[src/hdl/swm_pkg.sv]
package swm_pkg;

   localparam int WINDOW_MAX_DEFAULT  = 256;
   localparam int SAMPLE_BITS_DEFAULT = 16;
   localparam int CFG_BITS            = 9;
   localparam int LEN_RESET           = 255;

   // width of one branch of the registered selection tree
   localparam int GROUP_SIZE = 16;

   // cycles from a result-giving beat until its median can be loaded
   localparam logic [1:0] SETTLE_CYCLES = 2'd3;

   typedef struct packed {
      logic load;
      logic full;
   } ctrl_type;

   // zero acts as one, anything past the store saturates
   function automatic int clamp_len(input logic [CFG_BITS-1:0] raw, input int max_len);
      int v;
      v = int'(raw);
      if (v == 0) begin
         return 1;
      end
      if (v > max_len) begin
         return max_len;
      end
      return v;
   endfunction

endpackage

[src/hdl/swm_cell.sv]
module swm_cell import swm_pkg::*; #(
   parameter int WINDOW_MAX  = WINDOW_MAX_DEFAULT,
   parameter int SAMPLE_BITS = SAMPLE_BITS_DEFAULT,
   parameter int INDEX       = 0,
   localparam int LEN_BITS   = $clog2(WINDOW_MAX + 1),
   localparam int AGE_BITS   = (WINDOW_MAX > 1) ? $clog2(WINDOW_MAX) : 1
) (
   input  logic                          clock,
   input  ctrl_type                      ctrl,
   input  logic signed [SAMPLE_BITS-1:0] key,
   input  logic signed [SAMPLE_BITS-1:0] old_key,
   input  logic        [LEN_BITS-1:0]    len_m1,
   input  logic        [LEN_BITS-1:0]    fill,
   input  logic signed [SAMPLE_BITS-1:0] left_b_val,
   input  logic        [AGE_BITS-1:0]    left_b_age,
   input  logic                          left_gb,
   input  logic signed [SAMPLE_BITS-1:0] right_val,
   input  logic        [AGE_BITS-1:0]    right_age,
   output logic signed [SAMPLE_BITS-1:0] cur_val,
   output logic        [AGE_BITS-1:0]    cur_age,
   output logic signed [SAMPLE_BITS-1:0] b_val,
   output logic        [AGE_BITS-1:0]    b_age,
   output logic                          gb
);

   logic signed [SAMPLE_BITS-1:0] val_ff, val_in;
   logic        [AGE_BITS-1:0]    age_ff, age_in;
   logic                          at_or_after_old;
   logic                          b_live;

   // among equal values the oldest sits first, so everything from the
   // removed entry rightward compares at or above it
   assign at_or_after_old = (val_ff >= old_key);

   // view of the window with the oldest entry taken out (or unchanged while filling)
   always_comb begin
      if (ctrl.full && at_or_after_old) begin
         b_val = right_val;
         b_age = right_age;
      end else begin
         b_val = val_ff;
         b_age = age_ff;
      end
      if (ctrl.full) begin
         b_live = (32'(INDEX) < 32'(len_m1));
      end else begin
         b_live = (32'(INDEX) < 32'(fill));
      end
      gb = !b_live || (b_val > key);
   end

   always_comb begin
      if (!gb) begin
         val_in = b_val;
         age_in = b_age + AGE_BITS'(1);
      end else if (INDEX == 0 || !left_gb) begin
         val_in = key;
         age_in = '0;
      end else begin
         val_in = left_b_val;
         age_in = left_b_age + AGE_BITS'(1);
      end
   end

   always_ff @(posedge clock) begin
      if (ctrl.load) begin
         val_ff <= val_in;
         age_ff <= age_in;
      end
   end

   assign cur_val = val_ff;
   assign cur_age = age_ff;

endmodule

[config.mk]
export PLATFORM = sky130hd
export DESIGN_NAME = swm_cell
export DESIGN_NICKNAME = d
export VERILOG_FILES = /design/src/hdl/swm_pkg.sv /design/src/hdl/swm_cell.sv
export SDC_FILE = /design/constraint.sdc
export NUM_CORES = 1
export LEC_CHECK = 0
export BUFFER_PORTS_ARGS = -buffer_cell sky130_fd_sc_hd__buf_2
export CAP_MARGIN = 20
export CORE_UTILIZATION = 44
export CTS_CLUSTER_SIZE = 10
export DETAILED_ROUTE_END_ITERATION = 8
export PLACE_DENSITY = 0.81
export SKIP_LAST_GASP = 1
export SLEW_MARGIN = 20
export SYNTH_ARGS = -nofsm -noshare
export SYNTH_HDL_FRONTEND = slang
export SYNTH_SLANG_ARGS = --single-unit
[constraint.sdc]
create_clock -name clock -period 7.4 [get_ports clock]
set_input_delay 1.48 -clock clock [delete_from_list [all_inputs] [get_ports clock]]
set_output_delay 1.48 -clock clock [all_outputs]
set_load 0.01 [all_outputs]
# Yosys cells after proc, flatten, opt, wreduce, memory -nomap -nowiden
# Cells that the tools add are included.
# W data, S select, Z words.
[classes] n_mux=4 magnitude_cmp=4 n_reduce_logical=3 n_addsub=1
[op_table] cell="$mux W16" n=2
[op_table] cell="$lt A1 B9 Y1 const A" n=2
[op_table] cell="$ge A16 B16 Y1" n=1
[op_table] cell="$gt A16 B16 Y1" n=1
[op_table] cell="$add A8 B1 Y8 const B" n=1
[op_table] cell="$mux W8" n=1
[op_table] cell="$logic_and A1 B1 Y1" n=1
[op_table] cell="$logic_not A1 Y1" n=1
[op_table] cell="$logic_or A1 B1 Y1" n=1
[op_table] cell="$mux W1" n=1
[word_totals] word_cells=14 out_inout_bits=49 in_bits=102 ff_bits=24

# Depth between registers and ports, before layout
# Gate-level depths: netlist (run 1).
[depth] ltp_word=6 ltp_mapped=19 depth_no_buf=18

# Worst setup path before layout (run 1)
# OpenSTA, ideal clock, no wires.
[synth_timing] kind="input-to-output" from="in old_key[9]" to="out gb" t_arrival_ps=5456 required_ps=5920 stages=18 path_buffers=2 setup_slack_ps=464 path_cell_list="inv_1 > ha_1 > a2111oi_2 > o21ai_1 > o22ai_2 > a21oi_2 > a311oi_4 > buf_8 > mux2_4 > ha_1 > a21o_1 > a21o_1 > a211oi_1 > o2111a_1 > o31ai_1 > a21oi_2 > buf_4 > inv_1"
[synth_between] elab_chain_cells=5
[synth_rtl] element="start: declaration" line="swm_cell.sv:11" source="input logic signed [SAMPLE_BITS-1:0] old_key,"
[synth_rtl] element="$ge A16 B16 Y1" line="swm_cell.sv:33" source="assign at_or_after_old = (val_ff >= old_key);"
[synth_rtl] element="$logic_and A1 B1 Y1" line="swm_cell.sv:37" source="if (ctrl.full && at_or_after_old) begin"
[synth_rtl] element="$mux W16" line="swm_cell.sv:37"
[synth_rtl] element="net b_val[9]" line="swm_cell.sv:21" source="output logic signed [SAMPLE_BITS-1:0] b_val,"
[synth_rtl] element="$gt A16 B16 Y1" line="swm_cell.sv:49" source="gb = !b_live || (b_val > key);"
[synth_rtl] element="$logic_or A1 B1 Y1" line="swm_cell.sv:49"
[synth_rtl] element="end: declaration" line="swm_cell.sv:23" source="output logic gb"
# The timed path passes the listed nets, and every way through them passes these cells.

# Worst setup path after layout (run 1)
[layout_timing] from="in old_key[9]" to="out gb"
[layout_between] elab_chain_cells=5
[layout_rtl] element="$ge A16 B16 Y1" line="swm_cell.sv:33"
[layout_rtl] element="$logic_and A1 B1 Y1" line="swm_cell.sv:37"
[layout_rtl] element="$mux W16" line="swm_cell.sv:37"
[layout_rtl] element="$gt A16 B16 Y1" line="swm_cell.sv:49"
[layout_rtl] element="$logic_or A1 B1 Y1" line="swm_cell.sv:49"
# Every way passes these cells.

==> results.md, run 1 <==
### Yosys
• area share of the leading cell type in the synthesized netlist: 28.9%
• simple logic cell fraction of the synthesized area: 10.4%
• adder and majority gate portion of the synthesized area: 16.5%
• post-synthesis instance total: 239
• fraction of synthesized cell area in xor and xnor cells: 2.81%
• library cell with the largest summed area after synthesis: sky130_fd_sc_hd__edfxtp_1
• most frequently used flop master after synthesis: sky130_fd_sc_hd__edfxtp_1
• distinct cell type count after synthesis: 43
• post-synthesis sequential area ratio: 28.9%
• post-synthesis net count: 374
• total of flip-flops plus latches after synthesis: 24
• Async SR Flop Fraction: 0%
• multiplexer share of the synthesized area: 20.3%
• average cell area after synthesis: 10.4 um^2
• Synth Area in Compound Gates: 12.9%
• cells taking the most area after synthesis: sky130_fd_sc_hd__edfxtp_1 (29%), sky130_fd_sc_hd__ha_1 (17%), sky130_fd_sc_hd__mux2_2 (12%), sky130_fd_sc_hd__mux2_4 (7.2%), sky130_fd_sc_hd__inv_1 (6.0%)
• dominant combinational cell family by area after synthesis: multiplexers
• post-synthesis instance area: 2490 um^2
• synthesis warning total: 0
• number of synthesized flops with an enable pin: 24

### Timing
• Setup TNS Final: 0 ns
• Worst Clk Skew: 0.00318 ns
• unrepaired setup endpoints after global routing: false
• max-slew headroom at the worst pin: 60.9%
• minimum setup slack in the final design: 0.528 ns
• time the worst path needs with I/O delays and setup: 6.87 ns
• total of endpoints with negative setup slack in the final report: 0
• actual slew at the worst max-slew pin: 0.586 ns
• Final Hold Viols: 0
• Achievable Freq: 0.146 GHz
• share of the clock period used by the worst path: 92.9%
• max-slew violations: 0

### CTS
• number of setup buffers added after CTS: 0
• clock root buffer master: sky130_fd_sc_hd__clkbuf_8
• total CTS buffers: 3
• CTS tree: yes
• clk sink count: 24
• clock latency on the worst-skew pair: 0.27 ns
• post-CTS clock slew at the launch and capture registers of the worst setup and hold paths: 0.09 ns
• PostCTS Resize Cnt: 0
• H-tree lvl count: 1
• largest buffer count on any clock path: 2
• Hold Buf Count CTS: 0

### Drt
• routed len/inst: 13.7 um
• total DRC errors in the routed layout: 2
• DR iter-0 viols: 55
• total detailed-routing wirelength: 6050 um
• total via count in the routed design: 2228
• router iterations before antenna repair: 6
• residual antenna-violating net count after detailed routing: 0
• via density per instance: 5.05

### GRT
• global-route wire length before repair: 9670 um
• largest net degree at the start of global routing: 25
• initial antenna violation count: 0
• gr ovfl total: 0
• overall fraction of global-route tracks in use: 20.2%
• via count of the first global-routing pass: 2098

### Worst setup path
• Critical Path Sink: gb
• arrival time of the worst setup path: 5.39 ns
• critical path fanouts, max: 10
• end of the worst register-to-register path: cur_val[11]$_DFFE_PP_
• class of the most critical setup path: in2out
• Slowest-stage cell, CP: sky130_fd_sc_hd__a2111oi_2
• crit start category: primary input
• internal reg-to-reg setup slack: 2.43 ns
• crit-path leading delay family: compound AO/OA/AOI/OAI gates
• Worst Path Required: 5.92 ns
• launching point of the worst reg2reg path: cur_val[9]$_DFFE_PP_
• Critical path origin: old_key[9]
• worst reg-to-reg path cell count: 17
• Critical Path End Type: primary output
• Slowest Stage Delay on Critical Path: 0.37 ns
• sum of buffers and inverters on the critical path: 5
• logic depth of the worst setup path including buffers: 19
• cell chain of the critical path: buf_2 -> inv_1 -> ha_1 -> a2111oi_2 -> o21ai_1 -> o22ai_2 -> a21oi_2 -> a311oi_4 -> buf_4 -> mux2_4 -> ha_1 -> a21o_1 -> a21o_1 -> a211oi_1 -> o2111a_1 -> o31ai_1 -> a21oi_2 -> inv_1 -> buf_2

### Pwr
• Worst IR Drop VDD: 149 uV
• combinational share of power: 56.4%
• switching power summed over all nets: 254 uW
• power density over the cells: 205 nW/um^2
• total power of the final layout: 664 uW
• internal power contribution: 410 uW
• cell leakage power: 1.64 nW
• switching share of total power: 38.2%
• Reg power frac: 31.3%
• Clock power frac: 12.3%

### Floorplan
• horizontal die dimension: 77.3 um
• standard cell core area: 5470 um^2
• count of standard-cell rows: 27
• Top Ports: 151
• full die area: 5980 um^2
• Initial Util: 45.6%
• die height: 77.3 um

### Finish
• most common cell after layout, fill and taps aside: sky130_fd_sc_hd__buf_2
• proportion of layout cells with a drive suffix above 1: 50.1%
• most frequent cells in the layout: sky130_fd_sc_hd__buf_2 (125), sky130_fd_sc_hd__inv_1 (40), sky130_fd_sc_hd__ha_1 (33)
• post-synthesis to final-layout area growth: 29.8%
• nets@finish: 505
• ant diodes: 0
• final core utilization: 59.2%

### Run status
• violated checks: design-rule violations
• run status: complete, but fails checks

### Worst hold path
• hold crit path type: reg2reg

### Placement
• total of buffers placed on input and output ports: 125
• post-place setup slack: 0.511 ns
• detailed placer's ending HPWL: 5020 um
• routability congestion estimate: 0.855

### Flow run
• count of maximum capacitance violations: 0

==> routing by layer <==
| layer | track usage (%) | routed length (um) | vias to the layer above | share of wire (%) |
|---|---|---|---|---|
| li1 | - | - | 1133 | - |
| met1 | 25.7 | 2660 | 1023 | 44 |
| met2 | 36.8 | 3090 | 70 | 51 |
| met3 | 2.50 | 278 | 2 | 4.6 |
| met4 | 2.83 | 21 | 0 | 0.35 |
| met5 | 0 | 0 | - | 0 |
==> metrics by stage <==
step	area, um^2	hold slack (ns)	std cells
2_1_floorplan	2490	0.813	239
3_3_place_gp	3190	0.750	437
3_5_place_dp	3190	0.747	437
4_1_cts	3240	0.764	441
5_1_grt	3240	0.794	441
6_report	3240	0.761	441
==> sequential cells by signal, summed over array words and instances, names as in the netlist <==
signal	cells
cur_val	16
cur_age	8
==> area by class of cell <==
type | count | area [um^2]
clock buffers | 3 | 41.3
clock inverters | 1 | 3.75
fillers | 483 | 2230
inverters | 40 | 150
multi-input cells | 171 | 1570
flip-flops and latches | 24 | 721
well taps | 72 | 90.1
repair buffers | 130 | 663
==> tightest hold or removal path, stage by stage (launching register included) <==
cell,delay [ns]
sky130_fd_sc_hd__edfxtp_1,0.37
sky130_fd_sc_hd__mux2_2,0.19
sky130_fd_sc_hd__nor2_1,0.05
==> logic make-up (layout without fill, tap and decap cells) <==
logic type / after synthesis / after routing
AO/OA/AOI/OAI: 39 / 39
buffers and inverters: 44 / 174
flip-flops: 24 / 24
multiplexers: 41 / 41
adder cells (fa/ha/maj): 33 / 33
AND/OR/NAND/NOR: 50 / 50
XOR/XNOR: 8 / 8
==> power by group through the flow <==
stage / Clock [mW] / Combinational, mW / Sequential, mW
finish: 0.0816 / 0.374 / 0.208
floorplan: 0 / 0.247 / 0.216
global route: 0.0892 / 0.413 / 0.211
global placement: 0 / 0.368 / 0.209
CTS: 0.0856 / 0.379 / 0.207
detailed placement: 0 / 0.376 / 0.211
==> synth_stat cells, types with 2 or more instances <==
master and instances:
sky130_fd_sc_hd__or4_1 2, sky130_fd_sc_hd__a211oi_2 3, sky130_fd_sc_hd__mux2_2 27, sky130_fd_sc_hd__nor2_1 15
sky130_fd_sc_hd__mux2_4 12, sky130_fd_sc_hd__a21oi_2 2, sky130_fd_sc_hd__a21o_1 4, sky130_fd_sc_hd__nand2_1 7
sky130_fd_sc_hd__nor4_1 2, sky130_fd_sc_hd__inv_1 40, sky130_fd_sc_hd__mux2_1 2, sky130_fd_sc_hd__ha_1 33
sky130_fd_sc_hd__nand4_1 8, sky130_fd_sc_hd__nor3_1 2, sky130_fd_sc_hd__a211oi_1 5, sky130_fd_sc_hd__edfxtp_1 24
sky130_fd_sc_hd__o21ai_0 6, sky130_fd_sc_hd__xnor2_1 5, sky130_fd_sc_hd__a21oi_1 7, sky130_fd_sc_hd__nand3_1 7
sky130_fd_sc_hd__xor2_1 3, sky130_fd_sc_hd__nor2b_1 2
==> how the worst min path moves through the flow <==
stage,from,to,cells past startpoint,slack (ns)
floorplan,cur_age[7]$_SDFFCE_PP0P_,cur_age[7]$_SDFFCE_PP0P_,3,0.81
global placement,cur_age[0]$_SDFFCE_PP0P_,cur_age[0]$_SDFFCE_PP0P_,2,0.75
detailed placement,cur_age[0]$_SDFFCE_PP0P_,cur_age[0]$_SDFFCE_PP0P_,2,0.75
CTS,cur_age[0]$_SDFFCE_PP0P_,cur_age[0]$_SDFFCE_PP0P_,2,0.76
global route,cur_age[0]$_SDFFCE_PP0P_,cur_age[0]$_SDFFCE_PP0P_,2,0.79
finish,cur_age[0]$_SDFFCE_PP0P_,cur_age[0]$_SDFFCE_PP0P_,2,0.76
Note: power is estimated with default switching activity, not from simulation.
==> inputs of run 2 (changes only) <==
--- a/config.mk
+++ b/config.mk
@@ -10,7 +10,7 @@
 export CORE_UTILIZATION = 44
 export CTS_CLUSTER_SIZE = 10
 export DETAILED_ROUTE_END_ITERATION = 8
-export PLACE_DENSITY = 0.81
+export PLACE_DENSITY_LB_ADDON = 0.12
 export SKIP_LAST_GASP = 1
 export SLEW_MARGIN = 20
 export SYNTH_ARGS = -nofsm -noshare
==> run 2 against run 1 <==
The run now ends clean. Clock-buffer cell count is the same. Clock skew grew 0.0063 ns. Critical path depth grew 1. Non-clock buffer count grew 1. Flip-flop and latch count is the same. Core utilization grew 0.62 points.
==> results.md, run 2 (synthesized netlist as in run 1, its figures left out) <==
### Finish
• final-layout fill cell count: 525, was 483
• most common cell after layout, fill and taps aside: sky130_fd_sc_hd__buf_2, unchanged
• max FFs per register: 16, unchanged
• nets@finish: 506, was 505
• number of standard cells in the final layout excluding fillers: 442, was 441
• proportion of layout cells with a drive suffix above 1: 50.5%, was 50.1%
• ant diodes: 0, unchanged
• post-synthesis to final-layout area growth: 31.2%, was 29.8%
• most frequent cells in the layout: sky130_fd_sc_hd__buf_2 (125), sky130_fd_sc_hd__inv_1 (40), sky130_fd_sc_hd__ha_1 (33), unchanged

### Pwr
• cell leakage power: 1.66 nW, was 1.64 nW
• Worst IR Drop VDD: 91.7 uV, was 149 uV
• total power of the final layout: 703 uW, was 664 uW
• power density over the cells: 215 nW/um^2, was 205 nW/um^2

### CTS
• H-tree lvl count: 1, unchanged
• number of setup buffers added after CTS: 0, unchanged
• Hold Buf Count CTS: 0, unchanged
• clock latency on the worst-skew pair: 0.27 ns, about the same
• largest buffer count on any clock path: 2, unchanged
• clock root buffer master: sky130_fd_sc_hd__clkbuf_8, unchanged
• post-CTS clock slew at the launch and capture registers of the worst setup and hold paths: 0.10 ns, was 0.09 ns
• clk sink count: 24, unchanged
• CTS tree: yes, unchanged
• total CTS buffers: 3, unchanged
• PostCTS Resize Cnt: 0, unchanged

### Timing
• Worst Clk Skew: 0.00944 ns, was 0.00318 ns
• unrepaired setup endpoints after global routing: false, unchanged
• Setup TNS Final: 0 ns, unchanged
• share of the clock period used by the worst path: 94.7%, was 92.9%
• max-slew headroom at the worst pin: 60.3%, was 60.9%
• max-slew violations: 0, unchanged
• actual slew at the worst max-slew pin: 0.595 ns, was 0.586 ns
• Achievable Freq: 0.143 GHz, was 0.146 GHz
• time the worst path needs with I/O delays and setup: 7.01 ns, was 6.87 ns
• Final Hold Viols: 0, unchanged
• total of endpoints with negative setup slack in the final report: 0, unchanged

### Drt
• total via count in the routed design: 2212, was 2228
• routed len/inst: 13.9 um, was 13.7 um
• total detailed-routing wirelength: 6120 um, was 6050 um
• total DRC errors in the routed layout: 0, was 2
• DR iter-0 viols: 61, was 55
• residual antenna-violating net count after detailed routing: 0, unchanged
• router iterations before antenna repair: 6, unchanged
• via density per instance: 5.00, was 5.05

### GRT
• Global Route met3 Usage: 3.33%, was 2.50%
• via count of the first global-routing pass: 2172, was 2098
• most used routing layer in global routing: met2, unchanged
• met1 track demand over resource: 25.9%, was 25.7%
• global-route wire length before repair: 9740 um, was 9670 um
• largest net degree at the start of global routing: 25, unchanged
• grt met2 use: 35.8%, was 36.8%
• overall fraction of global-route tracks in use: 20.2%, about the same
• initial antenna violation count: 0, unchanged
• gr ovfl total: 0, unchanged

### Flow run
• count of maximum capacitance violations: 0, unchanged

### Worst setup path
• Slowest Stage Delay on Critical Path: 0.57 ns, was 0.37 ns
• critical path fanouts, max: 21, was 10
• Worst Path Required: 5.92 ns, about the same
• class of the most critical setup path: in2out, unchanged
• Slowest-stage cell, CP: sky130_fd_sc_hd__a311oi_4, was sky130_fd_sc_hd__a2111oi_2
• cell chain of the critical path: buf_2 -> inv_1 -> ha_1 -> nand4_1 -> nor4_2 -> o21ai_2 -> a311oi_4 -> buf_4 -> buf_4 -> mux2_2 -> inv_1 -> ha_1 -> nor2b_1 -> o21ai_0 -> a21oi_1 -> nor3_1 -> o31ai_1 -> a21oi_2 -> inv_1 -> buf_2, was buf_2 -> inv_1 -> ha_1 -> a2111oi_2 -> o21ai_1 -> o22ai_2 -> a21oi_2 -> a311oi_4 -> buf_4 -> mux2_4 -> ha_1 -> a21o_1 -> a21o_1 -> a211oi_1 -> o2111a_1 -> o31ai_1 -> a21oi_2 -> inv_1 -> buf_2
• crit-path leading delay family: compound AO/OA/AOI/OAI gates, unchanged
• arrival time of the worst setup path: 5.53 ns, was 5.39 ns
• Critical Path End Type: primary output, unchanged
• Critical Path Most Common Cell: sky130_fd_sc_hd__inv_1
• crit start category: primary input, unchanged
• sum of buffers and inverters on the critical path: 7, was 5

### Floorplan
• standard cell core area: 5470 um^2, unchanged
• Top Ports: 151, unchanged
• horizontal die dimension: 77.3 um, unchanged
• count of standard-cell rows: 27, unchanged
• die height: 77.3 um, unchanged
• Initial Util: 45.6%, unchanged
• full die area: 5980 um^2, unchanged

### Placement
• routability congestion estimate: 0.790, was 0.855
• placed instance count: 438, was 437
• detailed placer's ending HPWL: 5010 um, was 5020 um
• total of buffers placed on input and output ports: 125, unchanged

### Run status
• run status: completed, was complete, but fails checks

### Worst hold path
• hold crit path type: reg2reg, unchanged

==> run 2: cell count changes in the layout (fill, tap and decap cells not counted), sizes merged <==
cell,before,now
clkinv,1,0
bufinv,0,1
buf,130,131
==> run 2: worst reg2reg max path, stage by stage, from the launching register on <==
cell                        delay (ns)
sky130_fd_sc_hd__edfxtp_1         0.45
sky130_fd_sc_hd__ha_1             0.34
sky130_fd_sc_hd__a2111oi_2        0.36
sky130_fd_sc_hd__o21ai_1          0.13
sky130_fd_sc_hd__o22ai_2          0.22
sky130_fd_sc_hd__a21oi_2          0.11
sky130_fd_sc_hd__a311oi_4         0.54
sky130_fd_sc_hd__buf_4            0.28
sky130_fd_sc_hd__mux2_4           0.33
sky130_fd_sc_hd__ha_1             0.29
sky130_fd_sc_hd__a21oi_1          0.17
sky130_fd_sc_hd__nor2_1           0.06
sky130_fd_sc_hd__a211oi_1         0.28
sky130_fd_sc_hd__o2111a_1         0.26
sky130_fd_sc_hd__o31ai_1          0.14
sky130_fd_sc_hd__a21oi_2          0.19
sky130_fd_sc_hd__buf_4            0.29
sky130_fd_sc_hd__mux2_2           0.38
==> run 2: per-layer routing <==
metal	share of wire, %	up-vias
met3	5.6	2
met4	0.39	0
met5	0	-
li1	-	1138
met1	46	999
met2	48	73
==> run 2: worst paths after layout <==
path | from | slack, ns | to | cells past startpoint
max reg2reg | cur_val[9]$_DFFE_PP_ | 2.35 | cur_val[10]$_DFFE_PP_ | 17
min | cur_age[0]$_SDFFCE_PP0P_ | 0.77 | cur_age[0]$_SDFFCE_PP0P_ | 2
max | old_key[15] | 0.39 | gb | 20
min reg2reg | cur_age[0]$_SDFFCE_PP0P_ | 0.77 | cur_age[0]$_SDFFCE_PP0P_ | 2
==> run 2: area by class of cell <==
cell class	instances	area, um^2	share of cell area (%)
Inverter	40	150	4.59
Multi-Input combinational cell	171	1570	48.0
Sequential cell	24	721	22.0
Clock inverter	1	30.0	0.917
Clock buffer	3	41.3	1.26
Tap cell	72	90.1	2.75
Timing Repair Buffer	131	671	20.5
==> run 2: where the power goes <==
group | switching (mW) | internal (mW) | leakage [nW]
clock | 0.0467 | 0.0724 | 0.0357
combinational | 0.188 | 0.189 | 1.38
sequential | 0.0218 | 0.185 | 0.239
total | 0.257 | 0.446 | 1.66
==> run 2: through the flow <==
step                      area (um^2)  utilization [%]  hold slack [ns]  worst slack (ns)
after floorplan                  2490                -            0.813             0.464
after global placement           3200             58.5            0.751             0.448
after detailed placement         3200             58.5            0.754             0.354
after CTS                        3270             59.8            0.769             0.341
after global routing             3270             59.8            0.798            0.0568
final                            3270             59.8            0.766             0.392
